==> src/hdl/fswsnd_pkg.sv <==
// ----------------------------------------------------------------------------
// fswsnd_pkg
// Shared types and constants of the fragment sender core.
// ----------------------------------------------------------------------------
`default_nettype none
package fswsnd_pkg;
   localparam int unsigned HeaderBytes = 24;
   localparam logic [15:0] MaxFragments = 16'hffff;

   localparam logic [1:0] FuncStart = 2'd0;
   localparam logic [1:0] FuncFrame = 2'd1;
   localparam logic [1:0] FuncReadFail = 2'd2;
   localparam logic [1:0] FuncWriteFail = 2'd3;

   localparam logic [3:0] StSend = 4'd0;
   localparam logic [3:0] StDelivered = 4'd1;
   localparam logic [3:0] StNotConnected = 4'd2;
   localparam logic [3:0] StMtuSmall = 4'd3;
   localparam logic [3:0] StTooMany = 4'd4;
   localparam logic [3:0] StNotAcked = 4'd5;
   localparam logic [3:0] StReadFailed = 4'd6;
   localparam logic [3:0] StWriteFailed = 4'd7;
   localparam logic [3:0] StIgnored = 4'd8;

   localparam logic CsrMaxRetries = 1'b0;
   localparam logic CsrLinkMtu = 1'b1;

   // controller to datapath
   typedef struct packed {
      logic capture;      // latch input word
      logic div_start;    // begin fragment count division
      logic div_step;     // one quotient bit
      logic start_pkt;    // load packet state
      logic next_frag;    // advance fragment
      logic retry;        // bump attempt count
      logic clear_busy;   // drop busy
      logic load_rsp;     // load result register
      logic [3:0] status; // result status
   } ctl_type;

   // datapath to controller
   typedef struct packed {
      logic busy;
      logic [1:0] func;
      logic connected;
      logic mtu_small;
      logic div_done;
      logic too_many;
      logic ack_match;
      logic last_frag;
      logic retry_out;
   } sts_type;
endpackage
`default_nettype wire

==> src/hdl/fswsnd_ctrl.sv <==
// ----------------------------------------------------------------------------
// fswsnd_ctrl
// Event sequencer: decodes the captured word and drives the datapath.
// ----------------------------------------------------------------------------
`default_nettype none
module fswsnd_ctrl (
   input  wire logic clock,
   input  wire logic reset,
   input  wire logic req_fire,
   input  wire logic rsp_free,
   input  wire fswsnd_pkg::sts_type sts,
   output fswsnd_pkg::ctl_type ctl,
   output logic req_ready
);
   typedef enum logic [1:0] {IDLE, DECODE, DIVIDE, EMIT} state_type;
   state_type state_ff, state_in;
   logic [3:0] status_ff, status_in;

   // next state and commands
   always_comb begin
      ctl = '0;
      state_in = state_ff;
      status_in = status_ff;
      ctl.status = status_ff;
      unique case (state_ff)
         IDLE: begin
            if (req_fire) begin
               ctl.capture = 1'b1;
               state_in = DECODE;
            end
         end
         DECODE: begin
            state_in = EMIT;
            if (sts.func == fswsnd_pkg::FuncStart) begin
               if (sts.busy) status_in = fswsnd_pkg::StIgnored;
               else if (!sts.connected) status_in = fswsnd_pkg::StNotConnected;
               else if (sts.mtu_small) status_in = fswsnd_pkg::StMtuSmall;
               else begin
                  ctl.div_start = 1'b1;
                  state_in = DIVIDE;
               end
            end else if (!sts.busy) begin
               status_in = fswsnd_pkg::StIgnored;
            end else if (sts.func == fswsnd_pkg::FuncWriteFail) begin
               ctl.clear_busy = 1'b1;
               status_in = fswsnd_pkg::StWriteFailed;
            end else if (sts.func == fswsnd_pkg::FuncFrame && sts.ack_match) begin
               if (sts.last_frag) begin
                  ctl.clear_busy = 1'b1;
                  status_in = fswsnd_pkg::StDelivered;
               end else begin
                  ctl.next_frag = 1'b1;
                  status_in = fswsnd_pkg::StSend;
               end
            end else if (sts.retry_out) begin
               ctl.clear_busy = 1'b1;
               status_in = (sts.func == fswsnd_pkg::FuncFrame) ?
                  fswsnd_pkg::StNotAcked : fswsnd_pkg::StReadFailed;
            end else begin
               ctl.retry = 1'b1;
               status_in = fswsnd_pkg::StSend;
            end
         end
         DIVIDE: begin
            if (sts.div_done) begin
               state_in = EMIT;
               if (sts.too_many) status_in = fswsnd_pkg::StTooMany;
               else begin
                  ctl.start_pkt = 1'b1;
                  status_in = fswsnd_pkg::StSend;
               end
            end else begin
               ctl.div_step = 1'b1;
            end
         end
         EMIT: begin
            if (rsp_free) begin
               ctl.load_rsp = 1'b1;
               state_in = IDLE;
            end
         end
         default: state_in = IDLE;
      endcase
   end

   assign req_ready = (state_ff == IDLE);

   // hold state
   always_ff @(posedge clock) begin
      if (reset) begin
         state_ff <= IDLE;
         status_ff <= fswsnd_pkg::StSend;
      end else begin
         state_ff <= state_in;
         status_ff <= status_in;
      end
   end
endmodule
`default_nettype wire

==> src/hdl/fswsnd_dpath.sv <==
// ----------------------------------------------------------------------------
// fswsnd_dpath
// Packet state, restoring divider for the fragment count, result register.
// ----------------------------------------------------------------------------
`default_nettype none
module fswsnd_dpath (
   input  wire logic clock,
   input  wire logic reset,
   input  wire logic [83:0] req_word,
   input  wire logic csr_fire,
   input  wire logic csr_index,
   input  wire logic [15:0] csr_wdata,
   input  wire fswsnd_pkg::ctl_type ctl,
   output fswsnd_pkg::sts_type sts,
   input  wire logic rsp_ready,
   output logic rsp_valid,
   output logic rsp_free,
   output logic [148:0] rsp_word
);
   logic [7:0] retry_limit_ff;
   logic [15:0] link_mtu_ff;
   logic [83:0] in_ff;
   logic busy_ff;
   logic [31:0] next_seq_ff, cur_seq_ff, offset_ff, psize_ff;
   logic [15:0] pos_ff, total_ff, cap_ff;
   logic [7:0] attempt_ff;
   logic [32:0] dividend_ff, quot_ff;
   logic [15:0] rem_ff;
   logic [5:0] count_ff;
   logic rsp_valid_ff;
   logic [148:0] rsp_ff;

   logic [1:0] func;
   logic [31:0] size, ack_seq;
   logic [15:0] ack_idx, cap_new, len;
   logic [16:0] rem_sh;
   logic [17:0] rem_try;
   logic [31:0] remaining;

   assign func = in_ff[1:0];
   assign size = in_ff[33:2];
   assign ack_seq = in_ff[66:35];
   assign ack_idx = in_ff[82:67];
   assign cap_new = link_mtu_ff - 16'(fswsnd_pkg::HeaderBytes);
   assign rem_sh = {rem_ff, dividend_ff[32]};
   assign rem_try = {1'b0, rem_sh} - {2'b0, cap_new};
   assign remaining = psize_ff - offset_ff;
   assign len = (remaining < {16'd0, cap_ff}) ? remaining[15:0] : cap_ff;

   always_comb begin
      sts.busy = busy_ff;
      sts.func = func;
      sts.connected = in_ff[34];
      sts.mtu_small = (link_mtu_ff <= 16'(fswsnd_pkg::HeaderBytes));
      sts.div_done = (count_ff == 6'd33);
      sts.too_many = (quot_ff > {17'd0, fswsnd_pkg::MaxFragments});
      sts.ack_match = in_ff[83] && (ack_seq == cur_seq_ff) && (ack_idx == pos_ff);
      sts.last_frag = ({1'b0, pos_ff} + 17'd1 >= {1'b0, total_ff});
      sts.retry_out = (attempt_ff >= retry_limit_ff);
   end

   assign rsp_valid = rsp_valid_ff;
   assign rsp_word = rsp_ff;
   assign rsp_free = !rsp_valid_ff || rsp_ready;

   // config, control flags and output valid
   always_ff @(posedge clock) begin
      if (reset) begin
         retry_limit_ff <= 8'd3;
         link_mtu_ff <= 16'd1024;
         busy_ff <= 1'b0;
         next_seq_ff <= '0;
         rsp_valid_ff <= 1'b0;
      end else begin
         if (csr_fire) begin
            if (csr_index == fswsnd_pkg::CsrMaxRetries) retry_limit_ff <= csr_wdata[7:0];
            else link_mtu_ff <= csr_wdata;
         end
         if (ctl.start_pkt) begin
            busy_ff <= 1'b1;
            next_seq_ff <= next_seq_ff + 32'd1;
         end
         if (ctl.clear_busy) busy_ff <= 1'b0;
         if (ctl.load_rsp) rsp_valid_ff <= 1'b1;
         else if (rsp_ready) rsp_valid_ff <= 1'b0;
      end
   end

   // packet state, divider and result payload
   always_ff @(posedge clock) begin
      if (ctl.capture) in_ff <= req_word;
      if (ctl.div_start) begin
         // ceil(size/cap) = floor((size+cap-1)/cap)
         dividend_ff <= {1'b0, size} + {17'd0, cap_new} - 33'd1;
         rem_ff <= '0;
         quot_ff <= '0;
         count_ff <= '0;
      end else if (ctl.div_step) begin
         dividend_ff <= {dividend_ff[31:0], 1'b0};
         count_ff <= count_ff + 6'd1;
         if (!rem_try[17]) begin
            rem_ff <= rem_try[15:0];
            quot_ff <= {quot_ff[31:0], 1'b1};
         end else begin
            rem_ff <= rem_sh[15:0];
            quot_ff <= {quot_ff[31:0], 1'b0};
         end
      end
      if (ctl.start_pkt) begin
         cur_seq_ff <= next_seq_ff;
         pos_ff <= '0;
         total_ff <= (quot_ff == 33'd0) ? 16'd1 : quot_ff[15:0];
         attempt_ff <= '0;
         offset_ff <= '0;
         psize_ff <= size;
         cap_ff <= cap_new;
      end
      if (ctl.next_frag) begin
         pos_ff <= pos_ff + 16'd1;
         offset_ff <= offset_ff + {16'd0, cap_ff};
         attempt_ff <= '0;
      end
      if (ctl.retry) attempt_ff <= attempt_ff + 8'd1;
      if (ctl.load_rsp) begin
         if (ctl.status == fswsnd_pkg::StSend)
            rsp_ff <= {psize_ff,
                       ({1'b0, pos_ff} + 17'd1 == {1'b0, total_ff}),
                       len, offset_ff, total_ff, pos_ff, cur_seq_ff, ctl.status};
         else
            rsp_ff <= {145'd0, ctl.status};
      end
   end
   // keep reset in use for busy-related flops above; payload needs none
endmodule
`default_nettype wire

==> src/hdl/fragmenting_stop_and_wait_sender_core.sv <==
// Each accepted word is decoded into a result; a start that passes its checks first
// runs the 33-step divider (accepted start or too many fragments).
// One word at a time: the next is accepted in the cycle after the result register
// loads, and output stalls hold the result and so the input.
// The fragment count comes from a restoring divider, one quotient bit per cycle.
// Reset (synchronous, high) clears busy and sequence; retry limit 3, link MTU 1024.
// ----------------------------------------------------------------------------
// fragmenting_stop_and_wait_sender_core
// Top level: streaming event in, fragment descriptor out.
// ----------------------------------------------------------------------------
`default_nettype none
module fragmenting_stop_and_wait_sender_core (
   input  wire logic clock,
   input  wire logic reset,
   input  wire logic req_tvalid,
   output logic req_tready,
   // func
   input  wire logic [1:0] req_tuser,
   // payload_size, link_connected, ack_sequence, ack_index, ack_flag, pad
   input  wire logic [87:0] req_tdata,
   output logic rsp_tvalid,
   input  wire logic rsp_tready,
   // status
   output logic [3:0] rsp_tuser,
   // frame_sequence, frame_index, frame_count, frame_offset,
   // frame_length, frame_end, total packet size, pad
   output logic [151:0] rsp_tdata,
   input  wire logic csr_valid,
   output logic csr_ready,
   input  wire logic [0:0] csr_index,
   input  wire logic [15:0] csr_wdata
);
   fswsnd_pkg::ctl_type ctl;
   fswsnd_pkg::sts_type sts;
   logic rsp_free;
   logic [148:0] word;

   assign csr_ready = 1'b1;

   fswsnd_ctrl u_ctrl (
      .clock(clock), .reset(reset),
      .req_fire(req_tvalid && req_tready), .rsp_free(rsp_free),
      .sts(sts), .ctl(ctl), .req_ready(req_tready)
   );

   fswsnd_dpath u_dpath (
      .clock(clock), .reset(reset),
      .req_word({req_tdata[81:0], req_tuser}),
      .csr_fire(csr_valid), .csr_index(csr_index[0]), .csr_wdata(csr_wdata),
      .ctl(ctl), .sts(sts),
      .rsp_ready(rsp_tready), .rsp_valid(rsp_tvalid), .rsp_free(rsp_free),
      .rsp_word(word)
   );

   // split result: status to tuser, descriptor to tdata
   assign rsp_tuser = word[3:0];
   assign rsp_tdata = {7'd0, word[148:4]};
endmodule
`default_nettype wire

==> config.mk <==
export PLATFORM = sky130hd
export DESIGN_NAME = fragmenting_stop_and_wait_sender_core
export DESIGN_NICKNAME = d
export VERILOG_FILES = /design/src/hdl/fswsnd_pkg.sv /design/src/hdl/fswsnd_ctrl.sv /design/src/hdl/fswsnd_dpath.sv /design/src/hdl/fragmenting_stop_and_wait_sender_core.sv
export SDC_FILE = /design/constraint.sdc
export NUM_CORES = 1
export LEC_CHECK = 0
export BUFFER_PORTS_ARGS = -buffer_cell sky130_fd_sc_hd__buf_2
export CORE_MARGIN = 5
export CORE_UTILIZATION = 64
export DETAILED_ROUTE_END_ITERATION = 7
export PLACE_DENSITY_LB_ADDON = 0.12
export SYNTH_ARGS = -nofsm -noshare
export SYNTH_HDL_FRONTEND = slang
export SYNTH_HIERARCHICAL = 1
export SYNTH_SLANG_ARGS = --single-unit
==> constraint.sdc <==
create_clock -name clock -period 10.6 [get_ports clock]
set_input_delay 1.59 -clock clock [delete_from_list [all_inputs] [get_ports clock]]
set_output_delay 1.59 -clock clock [all_outputs]
set_load 0.02 [all_outputs]
Yosys cells after proc, flatten, opt, wreduce, memory -nomap -nowiden

Cells that the tools add are included.

Input bits: 112
Output and inout port bits: 159
Word-level logic and storage cells: 131
Register bits after elaboration: 537

Equality and inequality tests: 13
Muxes and demuxes: 60
Add/sub/neg operators: 11
$lt $le $gt $ge: 5
Reduce and logical (&&, ||, !) cells: 20
Bitwise operators: 1

Operator list:

| operator                | number |
|---|---|
| $mux W33                | 2 |
| $mux W16                | 4 |
| $mux W32                | 2 |
| $mux W4                 | 9 |
| $add A32 B16 Y33        | 1 |
| $gt A33 B16 Y1 const B  | 1 |
| $logic_not A33 Y1       | 1 |
| $sub A33 B1 Y33 const B | 1 |
| $add A32 B1 Y32 const B | 1 |
| $add A32 B16 Y32        | 1 |
| $eq A32 B32 Y1          | 1 |
| $lt A32 B16 Y1          | 1 |
| $sub A32 B32 Y32        | 1 |
| $mux W1                 | 25 |
| $mux W8                 | 3 |
| $mux W2                 | 9 |
| $sub A17 B16 Y18        | 1 |
| $add A16 B1 Y17 const B | 1 |
| $eq A17 B16 Y1          | 1 |
| $ge A17 B16 Y1          | 1 |
| $add A16 B1 Y16 const B | 1 |
| $eq A16 B16 Y1          | 1 |
| $le A16 B5 Y1 const B   | 1 |
| $sub A16 B5 Y16 const B | 1 |
| other kinds (23)        | 39 |

Depth between registers and ports, before layout

Depth in word-level cells: 11
Mapped depth: 22
Mapped depth without buffers: 20

By module

The synthesis kept the hierarchy.

Modules (own cells, without submodules):

| module                                | area an instance (sq um) | instances | cells an instance | seq. area each (sq um) |
|---|---|---|---|---|
| fswsnd_dpath                          | 26639.3                  | 1         | 2390              | 14814.2 |
| fswsnd_ctrl                           | 601.8                    | 1         | 74                | 120.1 |
| fragmenting_stop_and_wait_sender_core | 73.8                     | 1         | 11                | 0.0 |

Least setup slack after synthesis

Ideal clock, no wire load.

Path kind: register to register
Start point: register u_dpath.quot_ff[23]
End point: register u_dpath.next_seq_ff[31]
Data arrival time: 7151 ps
Data required time: 10530 ps
Clock period less this slack: 7221 ps
Slack: 3379 ps
Path buffers: 1
Stages on the path, launching flop included: 13
Setup time: 70 ps
Path through: dfxtp_1 > nor4_1 > nand4_1 > or4_1 > nor2_1 > clkbuf_1 > and4_1 > nand3_1 > nor2_1 > and4_1 > nand4_1 > or3_1 > a21oi_1

RTL lines:

| item                   | RTL line            | source |
|---|---|---|
| from (decl)            | fswsnd_dpath.sv:27  | `logic [32:0] dividend_ff, quot_ff;` |
| from (signal assigned) | fswsnd_dpath.sv:103 | `quot_ff <= {quot_ff[31:0], 1'b1};` |
| from (signal assigned) | fswsnd_dpath.sv:106 | `quot_ff <= {quot_ff[31:0], 1'b0};` |
| to (signal assigned)   | fswsnd_dpath.sv:81  | `next_seq_ff <= next_seq_ff + 32'd1;` |
| to (decl)              | fswsnd_dpath.sv:24  | `logic [31:0] next_seq_ff, cur_seq_ff, offset_ff, psize_ff;` |

Final worst setup path

Start point: register u_dpath.psize_ff[0]
End point: register u_dpath.rsp_ff[107], in the netlist u_dpath/rsp_word[107], data pin

Cells in the longest elaborated chain, start to end: 3

Ends and longest elaborated chain:

| item                   | RTL line            | source |
|---|---|---|
| from (decl)            | fswsnd_dpath.sv:24  |  |
| from (signal assigned) | fswsnd_dpath.sv:115 | `psize_ff <= size;` |
| $sub A32 B32 Y32 (*)   | fswsnd_dpath.sv:47  | `assign remaining = psize_ff - offset_ff;` |
| $lt A32 B16 Y1         | fswsnd_dpath.sv:48  | `assign len = (remaining < {16'd0, cap_ff}) ? remaining[15:0] : cap_ff;` |
| $mux W16 (*)           | fswsnd_dpath.sv:48  |  |
| to (signal assigned)   | fswsnd_dpath.sv:126 | `rsp_ff <= {psize_ff,` |
| to (signal assigned)   | fswsnd_dpath.sv:130 | `rsp_ff <= {145'd0, ctl.status};` |
| to (decl)              | fswsnd_dpath.sv:31  | `logic [148:0] rsp_ff;` |

Mark *: on every way between the ends. The rest lies on a longest branch, timed or not.
A chain may end at the register's enable or synchronous reset.

==> results.cfg <==
[sta]
worst_pin_slew_ns = 1.186
slew_viol_final = 0
fin_skew_ns = 0.04507
rsz0062_at_grt = no
max_freq_mhz = 177.1
finalSetupViolCount = 0
fin_crit_ns = 5.646
final.setup.tns_ns = 0
setup_ws_ns = 4.954
relSlewSlack_pct = 20.91
finalCritPeriodShare_pct = 53.27
hold_violations = 0

[clocking]
cts.sinks = 537
cts.repair.resized = 0
root_buffer = clkbuf_16
cts_htree_levels = 2
hold_buffers = 0
path_clk_slew_ns = 0.06
clk_path_buf_depth = 3
clk_latency_ns = 0.62
cts_setup_buffers = 0
cts_tree = yes
cts_buffers = 54

[route]
drt_iter0_drc = 1701
route.detailed.drc = 0
wl_um = 67560
met3_length_um = 4662
viasPerCell = 6.048
met1Wirelength_um = 28960
num_vias = 19910
dr.max_layer_used = met4
met2_wirelength_um = 32260
ant_nets = 0
dr.pass1.iters = 6
wire_per_inst_um = 20.52

[floorplan]
die_h_um = 216.6
rows = 75
io_pins = 271
coreArea_um2 = 42040
die-area_um2 = 46910
die_x_um = 216.6
start_util_pct = 64.97

[flow_run]
maxCapViolCount = 0

[power_and_ir_drop]
irDropWorstVdd_v = 0.0004483
p_leak_nw = 12.25
finalPower_mw = 6.678
power_density_nw_per_um2 = 216.4

[setup_path]
arrival_ns = 5.99
critical-path-slowest-cell = and4_1
max_stage_delay_ns = 0.67
critPathKind = reg -> reg
cp.required_ns = 10.95
worstSetupStartpointType = flop
end_kind = flop
cp_cell_sequence = inv_1 > ha_1 > inv_1 > fa_1 > a211o_1 > a21boi_2 > o2111ai_1 > nand2_1 > xnor2_1 > ha_1 > a21oi_1 > nand2_1 > a22oi_1 > o311ai_0 > nor4_1 > nand4_1 > nor4b_1 > and4_1 > a21oi_1 > nor3_1
cp_max_fo = 15

[yosys]
synth_edf_count = 418
synthCells = 2475
synth.distinct_cells = 92
synth_flop_cell = edfxtp_1
syn_area_um2 = 27310
ys_ff_latch = 537
yosysSeqAreaShare_pct = 54.67
ys_warn_count = 6
syn_area_per_cell_um2 = 11.04
synthArstFlopShare_pct = 0

[cells_and_area]
layout_common_cells = edfxtp_1, buf_2, nor2_1
stdcell_count = 3292
final_util_pct = 73.40
mostFrequentLayoutCell = edfxtp_1
area_growth_pct = 12.96
final_nets = 2975
drive_above_1_share_pct = 15.59

[placement]
gp_congestion = 0.9176
port_buffers = 256
dp_worst_setup_slack_ns = 5.215
post-dp-hpwl_um = 49030
dp_cells = 3189

[global_routing]
grt_pass1_vias = 19340
antenna_found_initial = 3
grt_pass1_wl_um = 104900
grtUsageTotal_pct = 27.98
grt_max_degree = 74
overflow = 0

[outcome]
status = completed

[hold_path]
hold_path.class = reg -> reg
## cells by family after synthesis
logic type	count (synthesis)	synth area share [%]
xor+xnor	164	5.286
flops	537	54.67
buf+inv	295	4.329
other cells	2	0.02749
compound gates	464	11.09
mux	66	2.519
simple gates	788	14.70
fa+ha+maj	159	7.375
## worst max-delay path, delay by kind of cell, from the launching register on
| kind | cells | cell delay, ns |
|---|---|---|
| and+or+nand+nor | 7 | 2.27 |
| AOI/OAI and AO/OA | 7 | 1.45 |
| adders and majority gates | 3 | 0.89 |
| DFF | 1 | 0.42 |
| xor gates and xnor gates | 1 | 0.17 |
| buffers and inverters | 2 | 0.17 |
## state kept, by name, summed over array words and instances (netlist names), 2 cells and up
register	flops
u_dpath/rsp_word	149
u_dpath/total_ff	16
u_dpath/link_mtu_ff	16
u_dpath/psize_ff	32
u_dpath/attempt_ff	8
u_dpath/rem_ff	16
u_dpath/retry_limit_ff	8
u_dpath/offset_ff	32
u_dpath/in_ff	84
u_dpath/next_seq_ff	32
u_ctrl/status_ff	4
u_dpath/count_ff	6
u_dpath/dividend_ff	33
u_dpath/cur_seq_ff	32
u_dpath/quot_ff	33
u_dpath/cap_ff	16
u_ctrl/state_ff	2
u_dpath/pos_ff	16
## layout make-up
class,instances,area [µm²]
sequential,537,14930
multi-input combinational,1649,11260
fill,2918,11180
clock buffer,76,1588
timing repair buffer,271,1394
inverter,193,724.4
tap,539,674.4
clock inverter,25,275.3
antenna,2,5.005
## metrics by stage
step / instance area (µm²) / hold slack [ns]
global route: 30860 / 0.4735
detailed placement: 28990 / 0.4394
global placement: 28990 / 0.4409
floorplan: 27340 / 0.4172
finish: 30860 / 0.4558
CTS: 30850 / 0.4552
## report_power, final
| part | switching (mW) | internal (mW) | leakage [nW] | total [mW] |
|---|---|---|---|---|
| clock network | 0.826 | 1.13 | 0.918 | 1.96 |
| logic | 1.19 | 0.703 | 6.44 | 1.89 |
| registers | 0.161 | 2.67 | 4.89 | 2.83 |
| total | 2.18 | 4.50 | 12.2 | 6.68 |
## Yosys cell counts (all sizes together) (26+ instances only)
library cell,instances,area share [%]
nand4,36,0.82
inv,191,2.6
dfxtp,119,8.7
nand2b,29,0.66
nor2b,27,0.62
and2,120,2.7
buf,33,0.73
o21ai,110,2.0
a211oi,26,0.82
ha,153,7.0
a21oi,151,2.8
nor2,212,2.9
nor3,33,0.66
xor2,83,2.7
edfxtp,418,46
mux2i,44,1.6
clkbuf,69,0.95
nand2,159,2.2
xnor2,81,2.6
nor4,30,0.71
nand3,49,0.90
a21o,31,0.85
## worst paths after layout
kind,start,endpoint,slack (ns),depth (start not counted)
max,u_dpath/psize_ff[0],u_dpath/rsp_word[107],4.95,20
min,u_dpath/retry_limit_ff[7],u_dpath/retry_limit_ff[7],0.46,2
max reg2reg,u_dpath/psize_ff[0],u_dpath/rsp_word[107],4.95,20
min reg2reg,u_dpath/retry_limit_ff[7],u_dpath/retry_limit_ff[7],0.46,2
## per-layer routing
metal	GRT usage, %	up-vias
li1	-	9338
met1	39.40	9744
met2	45.90	704
met3	4.103	123
met4	8.035	0
met5	0	-
(Power assumes the default switching activity.)
